**src/hw/rtl/bpsd_pkg.sv**
```systemverilog
package bpsd_pkg;

	// defaults for the top level parameters
	localparam int COORD_BITS_DEF    = 10;
	localparam int CORDIC_STAGES_DEF = 16;
	localparam int TABLE_LEN         = 24;

	// configuration port
	localparam int CFG_DW = 10;
	localparam int CFG_IW = 3;

	localparam logic [CFG_IW-1:0] REG_CENTRE_X     = 3'd0;
	localparam logic [CFG_IW-1:0] REG_CENTRE_Y     = 3'd1;
	localparam logic [CFG_IW-1:0] REG_TARGET_TWO   = 3'd2;
	localparam logic [CFG_IW-1:0] REG_TARGET_THREE = 3'd3;
	localparam logic [CFG_IW-1:0] REG_TARGET_FOUR  = 3'd4;
	localparam logic [CFG_IW-1:0] REG_TARGET_FIVE  = 3'd5;
	localparam logic [CFG_IW-1:0] REG_GAIN         = 3'd6;
	localparam logic [CFG_IW-1:0] REG_STOP_OFFSET  = 3'd7;

	localparam logic [2:0] CLASS_TWO   = 3'd2;
	localparam logic [2:0] CLASS_THREE = 3'd3;
	localparam logic [2:0] CLASS_FOUR  = 3'd4;
	localparam logic [2:0] CLASS_FIVE  = 3'd5;

	// field widths
	localparam int CENTRE_W = 10;
	localparam int TGT_W    = 9;
	localparam int GAIN_W   = 8;
	localparam int OFF_W    = 7;
	localparam int DRIVE_W  = 8;
	localparam int DEG_W    = 9;
	localparam int ERR_W    = 10;
	localparam int MAG_W    = 9;

	// CORDIC number formats
	localparam int FRAC_BITS = 16;
	localparam int ZW        = 33;
	localparam logic signed [ZW-1:0] HALF_PI_Q30 = 33'sd1686629713;

	// radians (Q30) to degrees: trunc(|z| * 18000 / 314 / 2^30)
	localparam int ABSZ_W          = 32;
	localparam int DEG_MUL_W       = 15;
	localparam logic [DEG_MUL_W-1:0] DEG_MUL = 15'd18000;
	localparam int DEG_SCALE_SHIFT = 30;
	localparam int Q_W             = 17;
	localparam int DEG_DIV         = 314;
	localparam int RECIP_W         = 16;
	localparam logic [RECIP_W-1:0] RECIP_314 = 16'd53430;
	localparam int RECIP_SHIFT     = 24;
	localparam int E_W             = 9;

	// drive law
	localparam logic [DRIVE_W-1:0] DRIVE_NEUTRAL = 8'd90;
	localparam logic [DRIVE_W-1:0] DRIVE_MAX     = 8'd180;
	localparam int DEAD_BAND  = 5;
	localparam int GAIN_SHIFT = 4;

	typedef struct packed {
		logic [CENTRE_W-1:0]     centre_x;
		logic [CENTRE_W-1:0]     centre_y;
		logic signed [TGT_W-1:0] target_two;
		logic signed [TGT_W-1:0] target_three;
		logic signed [TGT_W-1:0] target_four;
		logic signed [TGT_W-1:0] target_five;
		logic [GAIN_W-1:0]       gain;
		logic [OFF_W-1:0]        stop_offset;
	} cfg_t;

	localparam cfg_t CFG_RESET = '{
		centre_x:     10'd305,
		centre_y:     10'd148,
		target_two:   -9'sd35,
		target_three: -9'sd5,
		target_four:  -9'sd140,
		target_five:  -9'sd175,
		gain:         8'd8,
		stop_offset:  7'd15
	};

	// information that rides alongside the bearing computation
	typedef struct packed {
		logic                    invalid;
		logic                    zero;
		logic signed [TGT_W-1:0] target;
	} side_t;

	// round(atan(2^-i) * 2^30)
	function automatic logic signed [ZW-1:0] atan_q30(input int unsigned idx);
		logic signed [ZW-1:0] a;
		case (idx)
			0:       a = 33'sd843314857;
			1:       a = 33'sd497837829;
			2:       a = 33'sd263043837;
			3:       a = 33'sd133525159;
			4:       a = 33'sd67021687;
			5:       a = 33'sd33543516;
			6:       a = 33'sd16775851;
			7:       a = 33'sd8388437;
			8:       a = 33'sd4194283;
			9:       a = 33'sd2097149;
			10:      a = 33'sd1048576;
			11:      a = 33'sd524288;
			12:      a = 33'sd262144;
			13:      a = 33'sd131072;
			14:      a = 33'sd65536;
			15:      a = 33'sd32768;
			16:      a = 33'sd16384;
			17:      a = 33'sd8192;
			18:      a = 33'sd4096;
			19:      a = 33'sd2048;
			20:      a = 33'sd1024;
			21:      a = 33'sd512;
			22:      a = 33'sd256;
			23:      a = 33'sd128;
			default: a = '0;
		endcase
		return a;
	endfunction

endpackage

```
**src/hw/rtl/bpsd_front.sv**
```systemverilog
module bpsd_front #(
	parameter int COORD_BITS = bpsd_pkg::COORD_BITS_DEF,
	parameter int XW         = COORD_BITS + bpsd_pkg::FRAC_BITS + 3
) (
	input  logic                             clk,
	input  logic [1:0]                       ld,
	input  logic [COORD_BITS-1:0]            position_x,
	input  logic [COORD_BITS-1:0]            position_y,
	input  logic [2:0]                       bin_class,
	input  bpsd_pkg::cfg_t                   cfg,
	output logic signed [XW-1:0]             x_o,
	output logic signed [XW-1:0]             y_o,
	output logic signed [bpsd_pkg::ZW-1:0]   z_o,
	output bpsd_pkg::side_t                  side_o
);

	localparam int DW  = COORD_BITS + 1;
	localparam int EXT = XW - DW - bpsd_pkg::FRAC_BITS;

	logic [COORD_BITS-1:0]   cx, cy;
	logic signed [DW-1:0]    dx_n, dy_n;
	bpsd_pkg::side_t         side_n;

	logic signed [DW-1:0]    dx_s1, dy_s1;
	bpsd_pkg::side_t         side_s1;

	logic signed [DW-1:0]              rx, ry;
	logic signed [bpsd_pkg::ZW-1:0]    rz;

	logic signed [XW-1:0]              x_s2, y_s2;
	logic signed [bpsd_pkg::ZW-1:0]    z_s2;
	bpsd_pkg::side_t                   side_s2;

	// differences from the turntable centre, class lookup
	always_comb begin
		cx   = COORD_BITS'(cfg.centre_x);
		cy   = COORD_BITS'(cfg.centre_y);
		dx_n = $signed({1'b0, position_x}) - $signed({1'b0, cx});
		dy_n = $signed({1'b0, cy}) - $signed({1'b0, position_y});
		side_n.zero    = (position_x == cx) && (position_y == cy);
		side_n.invalid = 1'b0;
		case (bin_class)
			bpsd_pkg::CLASS_TWO:   side_n.target = cfg.target_two;
			bpsd_pkg::CLASS_THREE: side_n.target = cfg.target_three;
			bpsd_pkg::CLASS_FOUR:  side_n.target = cfg.target_four;
			bpsd_pkg::CLASS_FIVE:  side_n.target = cfg.target_five;
			default: begin
				side_n.target  = '0;
				side_n.invalid = 1'b1;
			end
		endcase
	end

	always_ff @(posedge clk) begin
		if (ld[0]) begin
			dx_s1   <= dx_n;
			dy_s1   <= dy_n;
			side_s1 <= side_n;
		end
	end

	// fold the left half plane into the right by a quarter turn
	always_comb begin
		if (!dx_s1[DW-1]) begin
			rx = dx_s1;
			ry = dy_s1;
			rz = '0;
		end else if (!dy_s1[DW-1]) begin
			rx = dy_s1;
			ry = -dx_s1;
			rz = bpsd_pkg::HALF_PI_Q30;
		end else begin
			rx = -dy_s1;
			ry = dx_s1;
			rz = -bpsd_pkg::HALF_PI_Q30;
		end
	end

	always_ff @(posedge clk) begin
		if (ld[1]) begin
			x_s2    <= {{EXT{rx[DW-1]}}, rx, {bpsd_pkg::FRAC_BITS{1'b0}}};
			y_s2    <= {{EXT{ry[DW-1]}}, ry, {bpsd_pkg::FRAC_BITS{1'b0}}};
			z_s2    <= rz;
			side_s2 <= side_s1;
		end
	end

	assign x_o    = x_s2;
	assign y_o    = y_s2;
	assign z_o    = z_s2;
	assign side_o = side_s2;

endmodule

```
**config.mk**
```make
export PLATFORM = sky130hd
export DESIGN_NAME = bpsd_front
export DESIGN_NICKNAME = d
export VERILOG_FILES = /design/src/hw/rtl/bpsd_pkg.sv /design/src/hw/rtl/bpsd_front.sv
export SDC_FILE = /design/constraint.sdc
export NUM_CORES = 1
export LEC_CHECK = 0
export ABC_AREA = 1
export BUFFER_PORTS_ARGS = -buffer_cell sky130_fd_sc_hd__buf_2
export CORE_MARGIN = 2
export CORE_UTILIZATION = 45
export DETAILED_ROUTE_END_ITERATION = 10
export GPL_TIMING_DRIVEN = 0
export PLACE_DENSITY = 0.76
export SYNTH_ARGS = -nofsm -noshare
export SYNTH_HDL_FRONTEND = slang
export SYNTH_SLANG_ARGS = --single-unit
export TNS_END_PERCENT = 30
```
**constraint.sdc**
```tcl
create_clock -name clk -period 2.85 [get_ports clk]
set_input_delay 0.4275 -clock clk [delete_from_list [all_inputs] [get_ports clk]]
set_output_delay 0.4275 -clock clk [all_outputs]
set_load 0.01 [all_outputs]
```
---- Word level (Yosys, flattened, before mapping) ----
Cells that the tools add are included.
word-level totals
  bits of input ports ..................... 97
  register bits after elaboration ......... 99
  output and inout port bits .............. 102
  logic and storage cells ................. 30
cells by class
  equality and inequality tests ........... 6
  add/sub/neg operators ................... 4
  muxes and demuxes ....................... 7
  reduce and logical (&&, ||, !) cells .... 2
operator list
  operator              number
  $mux W11              4
  $pmux W9 S4           1
  $mux W33              1
  $neg A11 Y11          2
  $sub A10 B10 Y11      2
  $eq A10 B10 Y1        2
  $eq A3 B2 Y1 const B  2
  $eq A3 B3 Y1 const B  2
  $reduce_or A4 Y1      1
  $logic_and A1 B1 Y1   1
  $mux W1               1

---- Depth between registers and ports, before layout ----
  word-level depth ........................ 3
  gate-level depth with buffers ........... 10

---- Least setup slack after synthesis ----
Ideal clock, no wire load.
  path type ............................... input port to flip-flop
  start ................................... input cfg[51] (netlist name)
  end ..................................... register dy_s1[8] (data pin)
  data arrival time ....................... 1.478 ns
  setup slack ............................. 1.120 ns
  setup time .............................. 0.252 ns
  stages on the path ...................... 10
  required time ........................... 2.598 ns
  path through ............................ inv_1 -> ha_1 -> inv_1 -> fa_1 -> nand3_1 -> nand3_1 -> nand2_1 -> nand2_1 -> nand2_1 -> nand2_1
on the way
  word-level cells in the longest chain between the ends .. 1
RTL lines
  what                  RTL line          source
  start, declared       bpsd_front.sv:10  input bpsd_pkg::cfg_t cfg,
  $sub A10 B10 Y11      bpsd_front.sv:39  dy_n = $signed({1'b0, cy}) - $signed({1'b0, position_y});
  via dy_n[8]           bpsd_front.sv:21  logic signed [DW-1:0] dx_n, dy_n;
  end signal, assigned  bpsd_front.sv:57  dy_s1 <= dy_n;
  end, declared         bpsd_front.sv:24  logic signed [DW-1:0] dx_s1, dy_s1;
The timed path passes the listed nets, and every way through them passes these cells.
A chain may end at the register's enable or synchronous reset.

==> run_results.csv <==
group,metric,value,unit
outcome,status,"finished, final reports clean",
yosys,synth_compound_gate_area_share,6.44,%
cells_and_area,fillCellCount,895,
sta,rsz0062_at_grt,"false",
critical_path,rr_startpoint,"dy_s1[0]",
sta,fin_tns_setup,0,ns
placed_design,dp_hpwl,8140,um
sta,fmax,576,MHz
clock_tree,cts_setup_buffers,0,
yosys,synth_simple_gate_area_share,20.6,%
cells_and_area,ff_latch_area,2070,um2
critical_path,critical-path-top-delay-family,"flip-flops",
clock_tree,clkSlewWorstSetupHoldPaths,0.08,ns
yosys,synth_area_leader_cell,"edfxtp_1",
yosys,ys_types,31,
sta,slew_viol_final,0,
route,drt_pass1_iterations,5,
floorplanning,io_pins,199,
job,maxCapViolations,0,
yosys,synth_xor_area_share,3.47,%
sta,setup_viol,0,
route,ant_nets,0,
yosys,syn_inst,511,
sta,post-route-min-period,1.74,ns
critical_path,path_cells,"buf_4, buf_2",
critical_path,critPathLaunch,"z_o[31]",
yosys,synth_top_family_by_area,"simple AND/OR/NAND/NOR gates",
floorplanning,placeableCoreArea,9770,um2
clock_tree,root_buffer,"clkbuf_8",
yosys,synth_fa_ha_area_share,6.93,%
floorplanning,dieWidth,105,um
clock_tree,cts_buffer_depth,2,
critical_path,start_kind,"flip-flop",
power_and_ir_drop,power_leakage,3.00,nW
clock_tree,ctsHtreeMaxLevel,3,
yosys,synthArstFlopShare,0,%
cells_and_area,final_cell_mix,"buf_2, nand2_1, edfxtp_1, buf_4",
yosys,syn_area,4550,um2
hold_path,hp-start,"cfg[45]",
global_route,grt_pass1_vias,3714,
critical_path,max_stage_delay,0.65,ns
clock_tree,cts_made_buffers,9,
global_route,track_usage,18.3,%
yosys,synth.area.top_cells,"edfxtp_1, buf_4, nand2_1",
hold_path,min_path_type,"input port to flip-flop",
placed_design,portBuffers,151,
critical_path,worstPathBufferInverterCount,2,
yosys,synth_top_area_share,45.5,%
critical_path,cp.arrival,1.31,ns
floorplanning,start_util,46.5,%
route,vias,3935,
cells_and_area,post-route-util,59.2,%
critical_path,endpoint_kind,"output port",
clock_tree,cts_resized,0,
critical_path,crit_required,2.42,ns
yosys,seq_area_frac_synth,45.5,%
cells_and_area,syn2layout_area_growth,27.2,%
sta,skew,0.00541,ns
critical_path,worst-setup-path-type,"flip-flop to output port",
route,wl_per_cell,11.8,um
clock_tree,cts_tree,"yes",
yosys,yosys_register_bits,69,
yosys,synth_mux_area_share,0,%
route,viasPerCell,4.67,
floorplanning,rows,36,
cells_and_area,antenna_cells,0,
cells_and_area,final_common_cell,"buf_2",
global_route,grt_overflow_total,0,
cells_and_area,layout.nets,825,
cells_and_area,drive_gt1_share,35.1,%
yosys,synth_edf_count,69,
yosys,synth_ff_type,"edfxtp_1",
power_and_ir_drop,p_per_area,509,nW/um2
global_route,grt_max_degree,37,
cells_and_area,multi_input_area,1820,um2
critical_path,critical_path_peak_fanout,17,
clock_tree,hold_buffers,0,
yosys,yosys_warnings,0,
yosys,avgSynthCellArea,8.90,um2
sta,finalCritPeriodShare,60.9,%
power_and_ir_drop,ir_drop,204,uV
clock_tree,clk_latency,0.35,ns
sta,final_hold_viol_count,0,
floorplanning,dieArea,10900,um2
sta,slew-limit-headroom,48.3,%
route,drc_errors,0,
route,drtIter0Drc,302,
clock_tree,cts_sinks,69,
global_route,grt_pass1_wl,16500,um
floorplanning,fp.dieH,105,um
placed_design,gp_congestion,0.903,
route,wl,9960,um
critical_path,slowest_stage,"edfxtp_1",
sta,tightest_slew,0.775,ns
global_route,antenna_found_initial,0,
-- synth_stat cells (2+ instances only) --
cell type,count
nand2_1,107
edfxtp_1,69
buf_4,66
inv_1,61
nand3_1,61
nor2_1,28
ha_1,22
a21oi_1,15
xor2_1,13
o21ai_0,11
a22oi_1,9
nand4_1,9
buf_2,5
nor2_2,5
o21ai_1,5
xnor2_1,5
a21boi_1,2
a21o_1,2
fa_1,2
inv_2,2
o21bai_1,2
-- final timing paths --
| check | cells after the start | to | slack [ns] |
|---|---|---|---|
| max | 2 | z_o[32] | 1.11 |
| min | 3 | side_s1[3] | 0.38 |
| max reg2reg | 7 | x_o[22] | 1.26 |
| min reg2reg | 0 | side_o[1] | 0.42 |
-- per-layer routing --
layer | track usage [%] | up-vias | routed length, um
li1 | - | 2001 | -
met4 | 8.69 | 0 | 257
met3 | 2.87 | 25 | 755
met1 | 23.1 | 1723 | 4310
met2 | 30.9 | 186 | 4640
met5 | 0 | - | 0
-- power breakdown --
part | total [mW] | switching [mW] | leakage (nW) | internal, mW
logic | 0.792 | 0.441 | 2.23 | 0.351
clock network | 0.774 | 0.369 | 0.0954 | 0.406
registers | 1.38 | 0.0919 | 0.678 | 1.29
-- worst register-to-register path, delay by kind of cell, from the launching register on --
kind                       cells  cell delay [ns]
AOI/OAI and AO/OA              2             0.29
adders and majority gates      1             0.19
buffers and inverters          2             0.19
DFF                            1             0.39
and+or+nand+nor                2             0.29
-- cells by family after synthesis --
logic type / count (synthesis)
AND/OR/NAND/NOR: 214
XOR/XNOR: 18
buffers and inverters: 136
AO/OA/AOI/OAI: 49
flip-flops: 69
other: 1
adder cells (fa/ha/maj): 24
-- flip-flops by register name (all words and copies together), names as in the netlist --
signal,flops
side_s1,11
dx_s1,11
side_o,11
x_o,11
dy_s1,11
z_o,3
y_o,11
-- per-stage QoR --
step                hold slack, ns  setup slack [ns]  cells  area [um2]  power [mW]
floorplan                    0.400              1.12    542        4670        1.90
global placement             0.402             0.900    826        5590        2.17
detailed placement           0.405             0.835    826        5590        2.19
CTS                          0.368              1.08    842        5790        2.96
global route                 0.382              1.01    842        5790        3.12
finish                       0.375              1.11    842        5790        2.94
-- final cells by class --
type	instances	share of cell area, %
clock buffers	9	2.14
inverters	63	4.09
plain buffers	73	9.25
well taps	133	2.88
repair buffers	151	13.1
clock inverters	7	1.32
flip-flops and latches	69	35.8
multi-input cells	337	31.5
Power figures use the tool's default switching activity.
