$ cat config.mk
export PLATFORM = sky130hd
export DESIGN_NAME = bpsd_degrees
export DESIGN_NICKNAME = d
export VERILOG_FILES = /design/src/hw/rtl/bpsd_pkg.sv /design/src/hw/rtl/bpsd_degrees.sv
export SDC_FILE = /design/constraint.sdc
export NUM_CORES = 1
export LEC_CHECK = 0
export BUFFER_PORTS_ARGS = -buffer_cell sky130_fd_sc_hd__buf_4
export CELL_PAD_IN_SITES_DETAIL_PLACEMENT = 0
export CELL_PAD_IN_SITES_GLOBAL_PLACEMENT = 1
export CORE_UTILIZATION = 45
export CTS_BUF_LIST = sky130_fd_sc_hd__clkbuf_16
export DETAILED_ROUTE_END_ITERATION = 10
export PLACE_DENSITY = 0.79
export SLEW_MARGIN = 10
export SYNTH_ARGS = -nofsm -noshare
export SYNTH_HDL_FRONTEND = slang
export SYNTH_SLANG_ARGS = --single-unit
$ cat constraint.sdc
create_clock -name clk -period 22.1 [get_ports clk]
set_clock_uncertainty 0.1 [all_clocks]
set_input_delay 4.42 -clock clk [delete_from_list [all_inputs] [get_ports clk]]
set_output_delay 4.42 -clock clk [all_outputs]
set_load 0.02 [all_outputs]
$ cat src/hw/rtl/bpsd_pkg.sv
package bpsd_pkg;

	// defaults for the top level parameters
	localparam int COORD_BITS_DEF    = 10;
	localparam int CORDIC_STAGES_DEF = 16;
	localparam int TABLE_LEN         = 24;

	// configuration port
	localparam int CFG_DW = 10;
	localparam int CFG_IW = 3;

	localparam logic [CFG_IW-1:0] REG_CENTRE_X     = 3'd0;
	localparam logic [CFG_IW-1:0] REG_CENTRE_Y     = 3'd1;
	localparam logic [CFG_IW-1:0] REG_TARGET_TWO   = 3'd2;
	localparam logic [CFG_IW-1:0] REG_TARGET_THREE = 3'd3;
	localparam logic [CFG_IW-1:0] REG_TARGET_FOUR  = 3'd4;
	localparam logic [CFG_IW-1:0] REG_TARGET_FIVE  = 3'd5;
	localparam logic [CFG_IW-1:0] REG_GAIN         = 3'd6;
	localparam logic [CFG_IW-1:0] REG_STOP_OFFSET  = 3'd7;

	localparam logic [2:0] CLASS_TWO   = 3'd2;
	localparam logic [2:0] CLASS_THREE = 3'd3;
	localparam logic [2:0] CLASS_FOUR  = 3'd4;
	localparam logic [2:0] CLASS_FIVE  = 3'd5;

	// field widths
	localparam int CENTRE_W = 10;
	localparam int TGT_W    = 9;
	localparam int GAIN_W   = 8;
	localparam int OFF_W    = 7;
	localparam int DRIVE_W  = 8;
	localparam int DEG_W    = 9;
	localparam int ERR_W    = 10;
	localparam int MAG_W    = 9;

	// CORDIC number formats
	localparam int FRAC_BITS = 16;
	localparam int ZW        = 33;
	localparam logic signed [ZW-1:0] HALF_PI_Q30 = 33'sd1686629713;

	// radians (Q30) to degrees: trunc(|z| * 18000 / 314 / 2^30)
	localparam int ABSZ_W          = 32;
	localparam int DEG_MUL_W       = 15;
	localparam logic [DEG_MUL_W-1:0] DEG_MUL = 15'd18000;
	localparam int DEG_SCALE_SHIFT = 30;
	localparam int Q_W             = 17;
	localparam int DEG_DIV         = 314;
	localparam int RECIP_W         = 16;
	localparam logic [RECIP_W-1:0] RECIP_314 = 16'd53430;
	localparam int RECIP_SHIFT     = 24;
	localparam int E_W             = 9;

	// drive law
	localparam logic [DRIVE_W-1:0] DRIVE_NEUTRAL = 8'd90;
	localparam logic [DRIVE_W-1:0] DRIVE_MAX     = 8'd180;
	localparam int DEAD_BAND  = 5;
	localparam int GAIN_SHIFT = 4;

	typedef struct packed {
		logic [CENTRE_W-1:0]     centre_x;
		logic [CENTRE_W-1:0]     centre_y;
		logic signed [TGT_W-1:0] target_two;
		logic signed [TGT_W-1:0] target_three;
		logic signed [TGT_W-1:0] target_four;
		logic signed [TGT_W-1:0] target_five;
		logic [GAIN_W-1:0]       gain;
		logic [OFF_W-1:0]        stop_offset;
	} cfg_t;

	localparam cfg_t CFG_RESET = '{
		centre_x:     10'd305,
		centre_y:     10'd148,
		target_two:   -9'sd35,
		target_three: -9'sd5,
		target_four:  -9'sd140,
		target_five:  -9'sd175,
		gain:         8'd8,
		stop_offset:  7'd15
	};

	// information that rides alongside the bearing computation
	typedef struct packed {
		logic                    invalid;
		logic                    zero;
		logic signed [TGT_W-1:0] target;
	} side_t;

	// round(atan(2^-i) * 2^30)
	function automatic logic signed [ZW-1:0] atan_q30(input int unsigned idx);
		logic signed [ZW-1:0] a;
		case (idx)
			0:       a = 33'sd843314857;
			1:       a = 33'sd497837829;
			2:       a = 33'sd263043837;
			3:       a = 33'sd133525159;
			4:       a = 33'sd67021687;
			5:       a = 33'sd33543516;
			6:       a = 33'sd16775851;
			7:       a = 33'sd8388437;
			8:       a = 33'sd4194283;
			9:       a = 33'sd2097149;
			10:      a = 33'sd1048576;
			11:      a = 33'sd524288;
			12:      a = 33'sd262144;
			13:      a = 33'sd131072;
			14:      a = 33'sd65536;
			15:      a = 33'sd32768;
			16:      a = 33'sd16384;
			17:      a = 33'sd8192;
			18:      a = 33'sd4096;
			19:      a = 33'sd2048;
			20:      a = 33'sd1024;
			21:      a = 33'sd512;
			22:      a = 33'sd256;
			23:      a = 33'sd128;
			default: a = '0;
		endcase
		return a;
	endfunction

endpackage

$ cat src/hw/rtl/bpsd_degrees.sv
module bpsd_degrees (
	input  logic                                 clk,
	input  logic [3:0]                           ld,
	input  logic signed [bpsd_pkg::ZW-1:0]       z_i,
	input  bpsd_pkg::side_t                      side_i,
	output logic signed [bpsd_pkg::DEG_W-1:0]    deg_o,
	output bpsd_pkg::side_t                      side_o
);

	localparam int PROD_W  = bpsd_pkg::ABSZ_W + bpsd_pkg::DEG_MUL_W;
	localparam int RPROD_W = bpsd_pkg::Q_W + bpsd_pkg::RECIP_W;

	logic [bpsd_pkg::ABSZ_W-1:0]   absz_s1;
	logic                          neg_s1, neg_s2, neg_s3;
	bpsd_pkg::side_t               side_s1, side_s2, side_s3, side_s4;

	logic [PROD_W-1:0]             prod;
	logic [bpsd_pkg::Q_W-1:0]      q_s2, q_s3;

	logic [RPROD_W-1:0]            rprod;
	logic [bpsd_pkg::E_W-1:0]      e_s3;

	logic [bpsd_pkg::Q_W-1:0]      eq, rem;
	logic [bpsd_pkg::E_W-1:0]      mag;
	logic signed [bpsd_pkg::DEG_W-1:0] deg_s4;

	// magnitude of the angle, truncation works on it
	always_ff @(posedge clk) begin
		if (ld[0]) begin
			absz_s1 <= bpsd_pkg::ABSZ_W'(z_i[bpsd_pkg::ZW-1] ? -z_i : z_i);
			neg_s1  <= z_i[bpsd_pkg::ZW-1];
			side_s1 <= side_i;
		end
	end

	// scale to hundredths of the divisor and drop the Q30 fraction
	assign prod = PROD_W'(absz_s1) * PROD_W'(bpsd_pkg::DEG_MUL);

	always_ff @(posedge clk) begin
		if (ld[1]) begin
			q_s2    <= prod[bpsd_pkg::DEG_SCALE_SHIFT +: bpsd_pkg::Q_W];
			neg_s2  <= neg_s1;
			side_s2 <= side_s1;
		end
	end

	// quotient estimate by reciprocal, low by at most one
	assign rprod = RPROD_W'(q_s2) * RPROD_W'(bpsd_pkg::RECIP_314);

	always_ff @(posedge clk) begin
		if (ld[2]) begin
			e_s3    <= rprod[bpsd_pkg::RECIP_SHIFT +: bpsd_pkg::E_W];
			q_s3    <= q_s2;
			neg_s3  <= neg_s2;
			side_s3 <= side_s2;
		end
	end

	always_comb begin
		eq  = bpsd_pkg::Q_W'(e_s3) * bpsd_pkg::Q_W'(bpsd_pkg::DEG_DIV);
		rem = q_s3 - eq;
		mag = (rem >= bpsd_pkg::Q_W'(bpsd_pkg::DEG_DIV)) ? e_s3 + 1'b1 : e_s3;
	end

	always_ff @(posedge clk) begin
		if (ld[3]) begin
			if (side_s3.zero)
				deg_s4 <= '0;
			else if (neg_s3)
				deg_s4 <= -$signed(mag);
			else
				deg_s4 <= $signed(mag);
			side_s4 <= side_s3;
		end
	end

	assign deg_o  = deg_s4;
	assign side_o = side_s4;

endmodule

=== Word level (Yosys, flattened, before mapping) ===
Cells that the tools add are included.

* Output and inout bits: 20
* Register bits: 131
* Bits in latches: 0
* Word-level logic and storage cells: 31
* Input bits: 49
* ROM bits: 0
* Memories kept: 0
* RAM bits: 0

* Multipliers: 3
* Mux-type cells: 3
* Shifts and indexed selects: 0
* Order comparisons: 1
* Reduce and logical (&&, ||, !) cells: 0
* Add/subtract/negate cells: 4
* Div/mod/pow operators: 0
* Equal/unequal tests: 0
* Bitwise gates (word level): 0

{| class="wikitable"
|+ Operators by type and width
! kind !! count
|-
| multiplier 32 x 11 -> 43 bit (second input constant) || 1
|-
| multiplier 17 x 15 -> 32 bit (second input constant) || 1
|-
| 2-to-1 mux 32 bit || 1
|-
| negator 32 bit || 1
|-
| 2-to-1 mux 9 bit || 2
|-
| >= comparator 17 x 9 -> 1 bit (second input constant) || 1
|-
| subtractor 17 bit || 1
|-
| multiplier 9 x 8 -> 16 bit (second input constant) || 1
|-
| adder 9 x 1 -> 9 bit (second input constant) || 1
|-
| negator 9 bit || 1
|}

=== Depth between registers and ports, before layout ===
* Depth in word-level cells: 6
* Gate-level depth with buffers: 31
* Mapped depth without buffers: 30

=== Least setup slack after synthesis ===
OpenSTA, ideal clock, no wires.

* Path kind: flip-flop to flip-flop
* Start: reg e_s3[4] (netlist bit)
* End: reg deg_s4, in the netlist deg_o[8], data pin
* Data required time: 21,743 ps
* Period minus slack after synthesis: 7,358 ps
* Library setup time: 257 ps
* Buffers on the path: 1
* Data arrival time: 7,001 ps
* Cell stages (with the launch flop): 30
* Path slack: 14,742 ps
* Cell sequence: edfxtp_1 > inv_1 > fa_1 > inv_1 > ha_1 > inv_1 > fa_1 > fa_1 > inv_1 > ha_1 > a21oi_1 > o21ai_0 > a21o_1 > a21o_1 > xnor2_1 > ha_1 > and3_1 > a311o_1 > a2111o_1 > nand4_1 > o221a_2 > nand4_1 > buf_4 > mux2i_1 > ha_1 > or3b_2 > a2bb2oi_2 > o41ai_2 > xor2_1 > nor2_1

* Cells in the longest elaborated chain, start to end: 6
* Elaborated cells on any way between the ends: 7
* Classes of those cells: add/sub (3); mul (1); order compare (1); mux (2)

{| class="wikitable"
|+ RTL lines
! what !! RTL line !! RTL
|-
| from (decl) || bpsd_degrees.sv:21 || <nowiki>logic [bpsd_pkg::E_W-1:0] e_s3;</nowiki>
|-
| from (signal assigned) || bpsd_degrees.sv:52 || <nowiki>e_s3 <= rprod[bpsd_pkg::RECIP_SHIFT +: bpsd_pkg::E_W];</nowiki>
|-
| multiplier 9 x 8 -> 16 bit || bpsd_degrees.sv:60 || <nowiki>eq = bpsd_pkg::Q_W'(e_s3) * bpsd_pkg::Q_W'(bpsd_pkg::DEG_DIV);</nowiki>
|-
| subtractor 17 bit || bpsd_degrees.sv:61 || <nowiki>rem = q_s3 - eq;</nowiki>
|-
| >= comparator 17 x 9 -> 1 bit || bpsd_degrees.sv:62 || <nowiki>mag = (rem >= bpsd_pkg::Q_W'(bpsd_pkg::DEG_DIV)) ? e_s3 + 1'b1 : e_s3;</nowiki>
|-
| 2-to-1 mux 9 bit * || bpsd_degrees.sv:62 ||
|-
| negator 9 bit || bpsd_degrees.sv:70 || <nowiki>deg_s4 <= -$signed(mag);</nowiki>
|-
| 2-to-1 mux 9 bit * || bpsd_degrees.sv:69 || <nowiki>else if (neg_s3)</nowiki>
|-
| to (signal assigned) || bpsd_degrees.sv:70 ||
|-
| to (signal assigned) || bpsd_degrees.sv:72 || <nowiki>deg_s4 <= $signed(mag);</nowiki>
|-
| to (decl) || bpsd_degrees.sv:25 || <nowiki>logic signed [bpsd_pkg::DEG_W-1:0] deg_s4;</nowiki>
|}

Mark *: on every way between the ends. The rest lies on a longest branch, timed or not.
A chain may end at the register's enable or synchronous reset.

=== Worst setup path in the final report ===
Same ends and word-level chain as after synthesis.

==> flow_summary.toml <==
[final_layout]
drive_gt1_frac = 0.07969
finish.cell_count_without_fillers = 1986
area.growth.synth_to_final_pct = 10.33
finalNetCount = 2092
num_antenna_cells = 0

[die]
design.die.area_um2 = 36380
num_io_pins = 69
core_area_um2 = 34800
die_width_um = 190.7
floorplan.rows = 68
die-height_um = 190.7
start_util = 0.4607

[synthesis]
synth_simple_gate_area_frac = 0.05799
synth_compound_gate_area_share = 0.07680
synth_area_um2 = 16030
synth-seq-cells = 130
top_post_synthesis_cells_by_area = "sky130_fd_sc_hd__ha_1, sky130_fd_sc_hd__edfxtp_1, sky130_fd_sc_hd__fa_1"
ys_dominant_reg_cell = "sky130_fd_sc_hd__edfxtp_1"
largest_family_of_logic_cells_by_synthesized_area = "adder cells"
leading_cell_type_by_number_of_instances_after_synthesis = "sky130_fd_sc_hd__ha_1"
synth.distinct_cells = 75
synth_seq_area_share = 0.2435
syn_area_per_cell_um2 = 11.13
synth-xor-area-share = 0.04738
synth_top_cell_by_area = "sky130_fd_sc_hd__ha_1"
synth.cells.most_frequent = "sky130_fd_sc_hd__ha_1, sky130_fd_sc_hd__inv_1, sky130_fd_sc_hd__fa_1"
number_of_synthesized_flops_with_an_enable_pin = 130
multiplexer_share_of_the_synthesized_area = 0.003746
mappedNetlistNets = 2014
synth-async-reset-ratio = 0
yosys_warnings = 0
synth.top_cell.area_share = 0.2771
synthesis.instances = 1440
synth-adder-area-share = 0.4894

[critical_path]
r2r_cells = 28
critical_path.slowest_cell = "sky130_fd_sc_hd__edfxtp_1"
worst_r2r_endpoint = "deg_o[8]$_SDFFCE_PP0P_"
worst_r2r_startpoint = "e_s3[4]$_DFFE_PP_"
timing.critical_path.slowest_cell_delay_ns = 0.58
timing.critical_path.fanout_max = 11
crit_path_end_kind = "register"
critical_setup_path_class = "reg2reg"
cp-start-kind = "register"
worst_ep_arrival_time_ns = 8.50
worst_ep_required_time_ns = 22.17
r2r_setup_slack_ns = 13.67

[global_routing]
largest_net_degree_at_the_start_of_global_routing = 45
grt_first_pass_wirelength_um = 51740
gr-total-overflow = 0
all_layer_global_routing_usage = 0.1807
initial_antenna_violation_count = 0
via_count_of_the_first_global_routing_pass = 10610

[routing]
route.vias.total = 10090
ant_nets = 0
wl_per_cell_um = 15.31
drt_iter0_drc = 424
routed_wirelength_um = 30400
remaining_drc_errors = 0
detailedRoute.firstPassIterationCount = 5
via_per_inst = 5.078

[clock_network]
skew_pair_late_insertion_delay_ns = 0.43
clkTransAtPathRegs_ns = 0.06
cts_hold_repair.buffers = 0
htree_num_levels = 4
cts.sinks = 130
cts_max_path_buffers = 2
clock_tree_from_tritoncts = "built"
post-cts-setup-buffers = 0
tritoncts.num_buffers = 17
cts_resized = 0
cell_at_the_root_of_the_clock_tree = "sky130_fd_sc_hd__clkbuf_16"

[placed_design]
routabilityCongestion = 0.9246
port-buffer-count = 68
dpl.hpwl_um = 26200
place.detailed.instances = 1954

[run]
timing.max_cap.violations = 0

[timing]
period_needed_ns = 8.432
max_slew.worst_pin.slew_ns = 0.7325
holdWs_ns = 0.3164
relSlewSlack = 0.5117
period_share = 0.3815
achievable-frequency_mhz = 118.6
summed_negative_setup_slack_over_all_endpoints_ns = 0
final-hold-violation-count = 0
setup_violations = 0
grt_setup_unrepaired = "false"
timing.final.max_slew_violations = 0

[worst_hold_path]
worstHoldPathType = "reg2reg"
holdCritStartpoint = "side_s1[10]$_DFFE_PP_"
min_to = "side_s2[10]$_DFFE_PP_"
whs_path_depth = 0

[outcome]
result_of_the_run = "finished, final reports clean"
## worst max path at each step
stage | end | startpoint | slack, ns | depth (start not counted)
after detailed placement | deg_o[8]$_SDFFCE_PP0P_ | e_s3[4]$_DFFE_PP_ | 13.79 | 28
final | deg_o[8]$_SDFFCE_PP0P_ | e_s3[4]$_DFFE_PP_ | 13.67 | 28
after floorplan | deg_o[8]$_SDFFCE_PP0P_ | e_s3[4]$_DFFE_PP_ | 14.74 | 29
after CTS | deg_o[8]$_SDFFCE_PP0P_ | e_s3[4]$_DFFE_PP_ | 13.74 | 28
after global routing | deg_o[8]$_SDFFCE_PP0P_ | e_s3[4]$_DFFE_PP_ | 13.12 | 28
after global placement | deg_o[8]$_SDFFCE_PP0P_ | e_s3[4]$_DFFE_PP_ | 13.94 | 28
## placed cells by master, fill, tap and decap left out, types with 12 or more instances in the layout
cell type                   instances
sky130_fd_sc_hd__o21ai_0           30
sky130_fd_sc_hd__buf_4             68
sky130_fd_sc_hd__xor2_1            14
sky130_fd_sc_hd__nand2_1           43
sky130_fd_sc_hd__nor3_1            12
sky130_fd_sc_hd__a21o_1            17
sky130_fd_sc_hd__clkbuf_16         17
sky130_fd_sc_hd__edfxtp_1         130
sky130_fd_sc_hd__ha_1             355
sky130_fd_sc_hd__inv_1            336
sky130_fd_sc_hd__nand3_1           14
sky130_fd_sc_hd__fa_1             170
sky130_fd_sc_hd__xnor2_1           70
sky130_fd_sc_hd__nor2_1            39
sky130_fd_sc_hd__a21oi_1           41
## layer usage
| layer | global-route usage | share of wire | vias to the layer above |
|---|---|---|---|
| met5 | 0 | 0 | - |
| met4 | 0.04154 | 0.013 | 0 |
| met3 | 0.02466 | 0.023 | 29 |
| met2 | 0.3117 | 0.49 | 139 |
| met1 | 0.2391 | 0.48 | 4890 |
| li1 | - | - | 5027 |
## critical path, delay by kind of cell (launching register included)
family,cells,cell delay [ns]
xor gates and xnor gates,3,0.78
DFF,1,0.58
adders and majority gates,7,2.76
and+or+nand+nor,4,1.14
AOI/OAI and AO/OA,10,2.45
buffers and inverters,4,0.36
## kinds of logic after synthesis
group | count (synthesis)
adders and majority gates | 525
buffers and inverters | 344
and+or+nand+nor | 179
AOI/OAI and AO/OA | 171
DFF | 130
xor gates and xnor gates | 85
muxes | 6
## layout make-up
class                           instances  area [um2]
Clock buffer                           17       425.4
Inverter                              335        1257
Sequential cell                       130        3904
Fill cell                            3088       17110
Multi-Input combinational cell        966       10830
Timing Repair Buffer                   68       510.5
Clock inverter                         15       193.9
Tap cell                              455       569.3
## flip-flops by register name, summed over array words and instances, names as in the netlist, 11 cells and up
| register | flops |
|---|---|
| absz_s1 | 32 |
| q_s2 | 17 |
| q_s3 | 16 |
| side_o | 11 |
| side_s1 | 11 |
| side_s2 | 11 |
| side_s3 | 11 |
## through the flow
stage	utilization	setup WS, ns	cell area (um2)
final	0.5082	13.67	17690
after global routing	0.5082	13.12	17690
after CTS	0.5082	13.74	17690
after detailed placement	0.4904	13.79	17070
after global placement	0.4904	13.94	17070
after floorplan	-	14.74	16030
Power is left out: the tool's default activity adds up to more than one toggle a clock period on the data nets, which glitch-free logic cannot reach.
