**src/hw/rtl/bpsd_pkg.sv**
```systemverilog
package bpsd_pkg;

	// defaults for the top level parameters
	localparam int COORD_BITS_DEF    = 10;
	localparam int CORDIC_STAGES_DEF = 16;
	localparam int TABLE_LEN         = 24;

	// configuration port
	localparam int CFG_DW = 10;
	localparam int CFG_IW = 3;

	localparam logic [CFG_IW-1:0] REG_CENTRE_X     = 3'd0;
	localparam logic [CFG_IW-1:0] REG_CENTRE_Y     = 3'd1;
	localparam logic [CFG_IW-1:0] REG_TARGET_TWO   = 3'd2;
	localparam logic [CFG_IW-1:0] REG_TARGET_THREE = 3'd3;
	localparam logic [CFG_IW-1:0] REG_TARGET_FOUR  = 3'd4;
	localparam logic [CFG_IW-1:0] REG_TARGET_FIVE  = 3'd5;
	localparam logic [CFG_IW-1:0] REG_GAIN         = 3'd6;
	localparam logic [CFG_IW-1:0] REG_STOP_OFFSET  = 3'd7;

	localparam logic [2:0] CLASS_TWO   = 3'd2;
	localparam logic [2:0] CLASS_THREE = 3'd3;
	localparam logic [2:0] CLASS_FOUR  = 3'd4;
	localparam logic [2:0] CLASS_FIVE  = 3'd5;

	// field widths
	localparam int CENTRE_W = 10;
	localparam int TGT_W    = 9;
	localparam int GAIN_W   = 8;
	localparam int OFF_W    = 7;
	localparam int DRIVE_W  = 8;
	localparam int DEG_W    = 9;
	localparam int ERR_W    = 10;
	localparam int MAG_W    = 9;

	// CORDIC number formats
	localparam int FRAC_BITS = 16;
	localparam int ZW        = 33;
	localparam logic signed [ZW-1:0] HALF_PI_Q30 = 33'sd1686629713;

	// radians (Q30) to degrees: trunc(|z| * 18000 / 314 / 2^30)
	localparam int ABSZ_W          = 32;
	localparam int DEG_MUL_W       = 15;
	localparam logic [DEG_MUL_W-1:0] DEG_MUL = 15'd18000;
	localparam int DEG_SCALE_SHIFT = 30;
	localparam int Q_W             = 17;
	localparam int DEG_DIV         = 314;
	localparam int RECIP_W         = 16;
	localparam logic [RECIP_W-1:0] RECIP_314 = 16'd53430;
	localparam int RECIP_SHIFT     = 24;
	localparam int E_W             = 9;

	// drive law
	localparam logic [DRIVE_W-1:0] DRIVE_NEUTRAL = 8'd90;
	localparam logic [DRIVE_W-1:0] DRIVE_MAX     = 8'd180;
	localparam int DEAD_BAND  = 5;
	localparam int GAIN_SHIFT = 4;

	typedef struct packed {
		logic [CENTRE_W-1:0]     centre_x;
		logic [CENTRE_W-1:0]     centre_y;
		logic signed [TGT_W-1:0] target_two;
		logic signed [TGT_W-1:0] target_three;
		logic signed [TGT_W-1:0] target_four;
		logic signed [TGT_W-1:0] target_five;
		logic [GAIN_W-1:0]       gain;
		logic [OFF_W-1:0]        stop_offset;
	} cfg_t;

	localparam cfg_t CFG_RESET = '{
		centre_x:     10'd305,
		centre_y:     10'd148,
		target_two:   -9'sd35,
		target_three: -9'sd5,
		target_four:  -9'sd140,
		target_five:  -9'sd175,
		gain:         8'd8,
		stop_offset:  7'd15
	};

	// information that rides alongside the bearing computation
	typedef struct packed {
		logic                    invalid;
		logic                    zero;
		logic signed [TGT_W-1:0] target;
	} side_t;

	// round(atan(2^-i) * 2^30)
	function automatic logic signed [ZW-1:0] atan_q30(input int unsigned idx);
		logic signed [ZW-1:0] a;
		case (idx)
			0:       a = 33'sd843314857;
			1:       a = 33'sd497837829;
			2:       a = 33'sd263043837;
			3:       a = 33'sd133525159;
			4:       a = 33'sd67021687;
			5:       a = 33'sd33543516;
			6:       a = 33'sd16775851;
			7:       a = 33'sd8388437;
			8:       a = 33'sd4194283;
			9:       a = 33'sd2097149;
			10:      a = 33'sd1048576;
			11:      a = 33'sd524288;
			12:      a = 33'sd262144;
			13:      a = 33'sd131072;
			14:      a = 33'sd65536;
			15:      a = 33'sd32768;
			16:      a = 33'sd16384;
			17:      a = 33'sd8192;
			18:      a = 33'sd4096;
			19:      a = 33'sd2048;
			20:      a = 33'sd1024;
			21:      a = 33'sd512;
			22:      a = 33'sd256;
			23:      a = 33'sd128;
			default: a = '0;
		endcase
		return a;
	endfunction

endpackage

```
**src/hw/rtl/bpsd_cordic_stage.sv**
```systemverilog
module bpsd_cordic_stage #(
	parameter int XW    = bpsd_pkg::COORD_BITS_DEF + bpsd_pkg::FRAC_BITS + 3,
	parameter int SHIFT = 0
) (
	input  logic                             clk,
	input  logic                             ld,
	input  logic signed [XW-1:0]             x_i,
	input  logic signed [XW-1:0]             y_i,
	input  logic signed [bpsd_pkg::ZW-1:0]   z_i,
	input  bpsd_pkg::side_t                  side_i,
	output logic signed [XW-1:0]             x_o,
	output logic signed [XW-1:0]             y_o,
	output logic signed [bpsd_pkg::ZW-1:0]   z_o,
	output bpsd_pkg::side_t                  side_o
);

	localparam logic signed [bpsd_pkg::ZW-1:0] ANGLE = bpsd_pkg::atan_q30(SHIFT);

	logic signed [XW-1:0]            xs, ys;
	logic signed [XW-1:0]            x_s1, y_s1;
	logic signed [bpsd_pkg::ZW-1:0]  z_s1;
	bpsd_pkg::side_t                 side_s1;

	// arithmetic shifts round toward minus infinity
	assign xs = x_i >>> SHIFT;
	assign ys = y_i >>> SHIFT;

	// rotate towards the x axis
	always_ff @(posedge clk) begin
		if (ld) begin
			if (!y_i[XW-1]) begin
				x_s1 <= x_i + ys;
				y_s1 <= y_i - xs;
				z_s1 <= z_i + ANGLE;
			end else begin
				x_s1 <= x_i - ys;
				y_s1 <= y_i + xs;
				z_s1 <= z_i - ANGLE;
			end
			side_s1 <= side_i;
		end
	end

	assign x_o    = x_s1;
	assign y_o    = y_s1;
	assign z_o    = z_s1;
	assign side_o = side_s1;

endmodule

```
**config.mk**
```make
export PLATFORM = sky130hd
export DESIGN_NAME = bpsd_cordic_stage
export DESIGN_NICKNAME = d
export VERILOG_FILES = /design/src/hw/rtl/bpsd_pkg.sv /design/src/hw/rtl/bpsd_cordic_stage.sv
export SDC_FILE = /design/constraint.sdc
export NUM_CORES = 1
export LEC_CHECK = 0
export BUFFER_PORTS_ARGS = -buffer_cell sky130_fd_sc_hd__buf_2
export CAP_MARGIN = 15
export CORE_MARGIN = 2
export CORE_UTILIZATION = 51
export DETAILED_ROUTE_END_ITERATION = 12
export PLACE_DENSITY = 0.75
export SKIP_LAST_GASP = 1
export SLEW_MARGIN = 20
export SYNTH_ARGS = -nofsm -noshare
export SYNTH_HDL_FRONTEND = slang
export SYNTH_SLANG_ARGS = --single-unit
```
**constraint.sdc**
```tcl
create_clock -name clk -period 3.7 [get_ports clk]
set_input_delay 0.37 -clock clk [delete_from_list [all_inputs] [get_ports clk]]
set_output_delay 0.37 -clock clk [all_outputs]
set_load 0.01 [all_outputs]
```
After elaboration in Yosys (flattened, before gate mapping)
Cells that the tools add are included.

Register bits after elaboration: 102. Input port bits: 104. Output and inout port bits: 102. Logic and storage cells: 14.

Add/sub/neg operators: 5. Muxes and demuxes: 3.

Operator list (number): 29-bit two-way mux (2); 29-bit subtractor (2); 33-bit by 31-bit adder with 33-bit output (second input constant) (1); 33-bit two-way mux (1); 33-bit by 31-bit subtractor with 33-bit output (second input constant) (1); 29-bit adder (1).

Longest topological paths before layout
Gate-level depths: netlist (run 1).

Word-level depth: 2. Depth in mapped cells: 14. Mapped depth without buffers: 12.

Worst setup path before layout (run 1)
Ideal clock, no wire load.

Path type: input to register. From: in y_i[28]. To: reg z_s1 (netlist bit z_o[32]), data pin. Library setup time: 0.260 ns. Arrival: 3.612 ns. Required time: 3.440 ns. Slack: -0.172 ns. Cell stages on the path: 14. Cell sequence: clkbuf_1 inv_1 clkbuf_1 buf_1 ha_1 a21o_1 a2111o_1 a211oi_2 o31ai_2 a31oi_4 nor3b_2 a221o_1 a21oi_2 xnor2_1.

Word-level cells in the longest chain between the ends: 1.

Ends and longest elaborated chain: start, declared (RTL line bpsd_cordic_stage.sv:8) `input logic signed [XW-1:0] y_i,`; 33-bit two-way mux (RTL line bpsd_cordic_stage.sv:31) `if (!y_i[XW-1]) begin`; end signal, assigned (RTL line bpsd_cordic_stage.sv:34) `z_s1 <= z_i + ANGLE;`; end signal, assigned (RTL line bpsd_cordic_stage.sv:38) `z_s1 <= z_i - ANGLE;`; end, declared (RTL line bpsd_cordic_stage.sv:21) `logic signed [bpsd_pkg::ZW-1:0] z_s1;`.

No other way between the ends. A chain may end at the register's enable or synchronous reset.

Worst setup path after layout (run 1)
From: in x_i[8]. To: reg x_s1[27], in the netlist x_o[27], data pin.

Word-level cells in the longest chain between the ends: 2. Elaborated cells on any way between the ends: 3.

Ends and longest elaborated chain: start, declared (RTL line bpsd_cordic_stage.sv:7) `input logic signed [XW-1:0] x_i,`; 29-bit adder or 29-bit subtractor (tied branches) (RTL line bpsd_cordic_stage.sv:32, bpsd_cordic_stage.sv:36); 29-bit two-way mux (*) (RTL line bpsd_cordic_stage.sv:31); end signal, assigned (RTL line bpsd_cordic_stage.sv:32) `x_s1 <= x_i + ys;`; end signal, assigned (RTL line bpsd_cordic_stage.sv:36) `x_s1 <= x_i - ys;`; end, declared (RTL line bpsd_cordic_stage.sv:20) `logic signed [XW-1:0] x_s1, y_s1;`.

Mark *: on every way between the ends. The rest lies on a longest branch, timed or not.

==> results of run 1 <==
[critical path: stages]
cell and delay [ns]:
buf_2 0.10, inv_1 0.05, ha_1 0.42, or3_1 0.48
o41ai_1 0.62, nand3_1 0.20, a31oi_1 0.32, a2111oi_0 0.20
o21ai_0 0.24, o21ai_1 0.12, xor2_1 0.15
[cells by family after synthesis]
group / share of synthesized area [%]
xor gates and xnor gates: 7.431
DFF: 31.38
buffers and inverters: 5.554
AOI/OAI and AO/OA: 24.66
adders and majority gates: 16.62
and+or+nand+nor: 12.89
muxes: 1.450
[sequential cells by signal, summed over array words and instances (netlist names)]
signal and count:
y_o 29, side_o 11, x_o 28, z_o 33
[worst max-delay path by stage]
stage / startpoint / to / slack (ns) / cells past startpoint
2_1_floorplan: y_i[28] / z_o[32] / 0.15 / 14
3_3_place_gp: x_i[0] / x_o[24] / 0.24 / 14
3_5_place_dp: x_i[8] / x_o[27] / 0.25 / 11
4_1_cts: x_i[0] / x_o[24] / 0.61 / 14
5_1_grt: x_i[0] / x_o[24] / 0.33 / 14
6_report: x_i[8] / x_o[27] / 0.53 / 11
[area by class of cell]
class / count / area [µm²]
repair buffers: 229 / 1209
flip-flops and latches: 101 / 3033
clock buffers: 9 / 225.2
inverters: 94 / 352.8
fillers: 1700 / 7385
clock inverters: 7 / 48.80
multi-input cells: 853 / 6095
diodes: 1 / 2.502
well taps: 234 / 292.8
[report_power, final]
| group | internal [µW] | switching, µW |
|---|---|---|
| sequential | 1500 | 55.0 |
| combinational | 634 | 961 |
| clock | 458 | 455 |
[layer usage]
metal | GRT usage (%) | vias to the layer above | wire length (µm)
met3 | 3.409 | 43 | 2448
met5 | 0 | - | 0
li1 | - | 4352 | -
met2 | 41.36 | 482 | 12210
met4 | 7.737 | 0 | 601
met1 | 40.18 | 4200 | 12380
[stage by stage]
stage / worst slack [ns] / cells / hold WS, ns / total power [µW] / area (µm²)
3_5_place_dp: 0.2464 / 1511 / 0.5484 / 3154 / 10980
4_1_cts: 0.6085 / 1527 / 0.1753 / 4063 / 11260
6_report: 0.5253 / 1528 / 0.1839 / 4066 / 11260
3_3_place_gp: 0.2365 / 1511 / 0.5467 / 3136 / 10980
5_1_grt: 0.3275 / 1528 / 0.1740 / 4277 / 11260
2_1_floorplan: 0.1544 / 1090 / 0.4689 / 2584 / 9666
[cells in the mapped netlist (all sizes together), types with 5 or more instances]
cell,n,share of area [%]
o21bai,24,1.9
clkbuf,23,0.89
nor4,9,0.58
ha,122,16
nand2b,11,0.71
xnor2,61,5.5
mux2i,14,1.4
and3,8,0.54
buf,18,0.89
or3,7,0.45
xor2,21,1.9
edfxtp,101,31
nand4,10,0.65
o21a,6,0.47
o21ai,78,4.1
nor3,15,0.78
o31ai,13,1.1
a21o,26,2.0
a211oi,14,1.1
a211o,5,0.45
nand3,13,0.67
and2,7,0.47
nand2,60,2.3
nor2,111,4.3
nor2b,9,0.58
a31oi,17,1.3
inv,91,3.5
o211ai,7,0.60
a21oi,118,6.2
==> results by group, run 1 <==
Timing
  – Fmax: 315.0 MHz
  – Final worst path period share: 85.80%
  – Total negative setup slack: 0 ns
  – Final Max Slew Viols: 0
  – RSZ-0062 raised after global routing: false
  – Worst slew margin: 51.61%
  – Worst slew pin tran: 0.7165 ns
  – Min Tclk post-route: 3.175 ns
  – Final Hold Fails: 0
  – Final setup viols: 0

Setup path
  – Maximum fanout along the worst path: 10
  – Crit path DAT: 3.28 ns
  – Crit Path Category: input pin to flop
  – WP data required: 3.81 ns
  – Critical Path Start Type: input pin
  – CP endpoint kind: flop

Clock tree
  – Clk sinks: 101
  – Register clock-pin slew on the reported worst setup and hold paths: 0.07 ns
  – Root cell of the clock tree: clkbuf_16
  – CTS Buffer Depth: 2
  – CTS Hold Bufs: 0
  – Post_cts resized: 0
  – TritonCTS Buffers: 9
  – Postcts setup bufs: 0
  – H-Tree Depth: 3
  – TritonCTS clock tree: done

Logic synthesis
  – Synth Register Bits: 101
  – Synth unique cells: 79
  – Seq/Total Area, Yosys: 31.38%
  – Synth Flop Type: edfxtp_1
  – EDFF count, synth: 101
  – Netlist Area Pre-Place: 0.009664 mm²
  – Ys async rst share: 0%
  – Syn Area/Cell: 8.866 µm²
  – Yosys warnings: 0
  – Cells after Synth: 1090
  – Synthesized net count: 1320

Floorplanning
  – Die height: 141.7 µm
  – I/O Pins: 206
  – Die area: 0.02007 mm²
  – Placeable Area: 0.01864 mm²
  – Starting Density: 51.84%
  – Die X: 141.7 µm
  – Num rows: 50

Place
  – Post-DP HPWL: 22.11 mm
  – Port Buffers: 205
  – Routability Congestion: 0.9950

Detailed routing
  – Routed WL: 27.64 mm
  – DRC: 0
  – DR vias/cell: 5.940
  – DR WL/cell: 18.09 µm
  – Vias: 9077
  – Detail Route Antenna Nets: 0
  – Iteration-0 DRC Markers: 1083
  – Pre-Repair DR Iteration Count: 6

Pwr
  – PD cells: 361.1 mW/mm²
  – Leakage: 0.005076 µW
  – Worst IR drop on VDD: 0.0002011 V

Global routing
  – Total GRT Usage: 27.03%
  – Vias in the first global route: 8221
  – First-pass GRT wire length: 43.17 mm
  – Overflow after GRT: 0
  – Initial antenna violation count: 1
  – Largest net degree at the start of global routing: 41

Run status
  – Status: finished clean

Layout
  – Area Growth Syn to Fin: 16.49%
  – Most common cell after layout, fill and taps aside: buf_2
  – Nets: 1518
  – Share of layout cells above drive strength 1: 21.42%
  – Util after Layout: 60.39%
  – Commonest cells after routing, fill and taps aside: buf_2 (204), ha_1 (122), a21oi_1 (115)

Flow run
  – Max Cap Viol: 0

Worst hold path
  – Hold Crit Class: input pin to flop
  – Hold path endpoint: side_o[6]
  – Hold path startpoint: side_i[6]
  – Hold path cells: 1
(Power assumes the default switching activity.)
==> run 2: changes to the inputs <==
- MAX_ROUTING_LAYER: default -> met4
==> run 2 against run 1 <==
Against the previous run:
- utilization barely moved
- fmax barely moved
- die area is the same
- via count about the same
- clock power decreased by 1%
- cell area hardly changed
- routed wire length grew 0.66%
- highest routed layer unchanged
==> results by group, run 2 (synthesized netlist as in run 1, its figures left out) <==
Detailed routing
  – Vias: 9075
  – Routed WL: 27.83 mm
  – Detail Route Antenna Nets: 0
  – DR WL/cell: 18.19 µm
  – Iteration-0 DRC Markers: 912
  – DR vias/cell: 5.931
  – DRC: 0
  – Pre-Repair DR Iteration Count: 7

Timing
  – RSZ-0062 raised after global routing: false
  – Final worst path period share: 85.73%
  – Fin worst setup slack: 0.5278 ns
  – Final setup viols: 0
  – Total negative setup slack: 0 ns
  – Final Hold Fails: 0
  – Final Max Slew Viols: 0
  – Fmax: 315.2 MHz
  – Worst slew pin tran: 0.6469 ns
  – Min Tclk post-route: 3.172 ns
  – Worst slew margin: 56.31%

Setup path
  – Maximum fanout along the worst path: 11
  – Critical Path Start Type: input pin
  – CP endpoint kind: flop
  – Worst-path cell chain: buf_2 > inv_2 > ha_1 > a21oi_1 > o22ai_1 > o41a_1 > a221o_1 > a31oi_1 > nand2_1 > a41oi_2 > o31ai_1 > xor2_1
  – WP data required: 3.79 ns
  – Max incr delay on CP: 0.40 ns
  – Critical path's slowest cell: ha_1
  – Crit Path Category: input pin to flop
  – Crit path DAT: 3.26 ns

Global routing
  – Overflow after GRT: 0
  – Vias in the first global route: 8355
  – First-pass GRT wire length: 43.40 mm
  – Total GRT Usage: 27.98%
  – Largest net degree at the start of global routing: 47
  – Initial antenna violation count: 3

Place
  – Post-DP HPWL: 22.21 mm
  – Port Buffers: 205
  – Routability Congestion: 1.006
  – Post-Place Worst Slack: 0.2085 ns
  – Area after DPL: 0.01098 mm²

Layout
  – Area Growth Syn to Fin: 16.56%
  – Util after Layout: 60.42%
  – Fill cell count: 1667
  – Max FFs per register: 33
  – Share of layout cells above drive strength 1: 21.35%
  – Most common cell after layout, fill and taps aside: buf_2
  – Nets: 1518
  – Design Area, Final: 0.01126 mm²
  – Commonest cells after routing, fill and taps aside: buf_2 (204), ha_1 (122), a21oi_1 (115)

Clock tree
  – CTS Buffer Depth: 2
  – CTS Hold Bufs: 0
  – Register clock-pin slew on the reported worst setup and hold paths: 0.07 ns
  – Clk sinks: 101
  – Postcts setup bufs: 0
  – Post_cts resized: 0
  – Root cell of the clock tree: clkbuf_16
  – TritonCTS clock tree: done
  – TritonCTS Buffers: 9
  – H-Tree Depth: 3

Pwr
  – PD cells: 360.7 mW/mm²
  – Leakage: 0.005081 µW
  – Worst IR drop on VDD: 0.0001950 V

Floorplanning
  – Die area: 0.02007 mm²
  – Die height: 141.7 µm
  – Num rows: 50
  – Die X: 141.7 µm
  – Starting Density: 51.84%
  – I/O Pins: 206
  – Placeable Area: 0.01864 mm²

Worst hold path
  – Hold Crit Class: input pin to flop

Flow run
  – Max Cap Viol: 0

Run status
  – Status: finished clean
-- run 2: report_power, final --
group          total (µW)  switching [µW]  internal [µW]
Combinational        1600             969            634
Sequential           1560            55.4           1500
Clock                 901             439            462
-- run 2: worst paths after layout --
| kind | slack [ns] | to | start | cells after the start |
|---|---|---|---|---|
| setup / recovery | 0.53 | z_o[25] | y_i[28] | 12 |
| hold / removal | 0.18 | side_o[1] | side_i[1] | 1 |
-- run 2: per-stage QoR --
step	hold slack (ns)	total power [µW]	instances
after floorplan	0.4689	2584	1090
after global placement	0.5462	3140	1511
after detailed placement	0.5486	3161	1511
after CTS	0.1727	4057	1527
after global routing	0.1789	4278	1530
final	0.1845	4063	1530
-- run 2: cell type report --
cell class | instances | area [µm²] | area share [%]
clock buffer | 10 | 229.0 | 2.033
tap | 234 | 292.8 | 2.599
antenna | 3 | 7.507 | 0.06664
multi-input combinational | 853 | 6095 | 54.10
clock inverter | 6 | 46.29 | 0.4110
timing repair buffer | 229 | 1209 | 10.73
inverter | 94 | 352.8 | 3.132
sequential | 101 | 3033 | 26.92
-- run 2: critical path: cells and delay by family --
kind,cells,cell delay (ns)
fa+ha+maj,1,0.40
xor+xnor,1,0.17
simple gates,1,0.15
compound gates,7,1.75
buf+inv,2,0.42
-- run 2: per-layer routing --
layer / GRT usage, % / part of all wire [%]
met1: 39.12 / 44
met2: 41.57 / 45
met3: 2.362 / 7.6
met4: 12.58 / 3.5
met5: - / 0
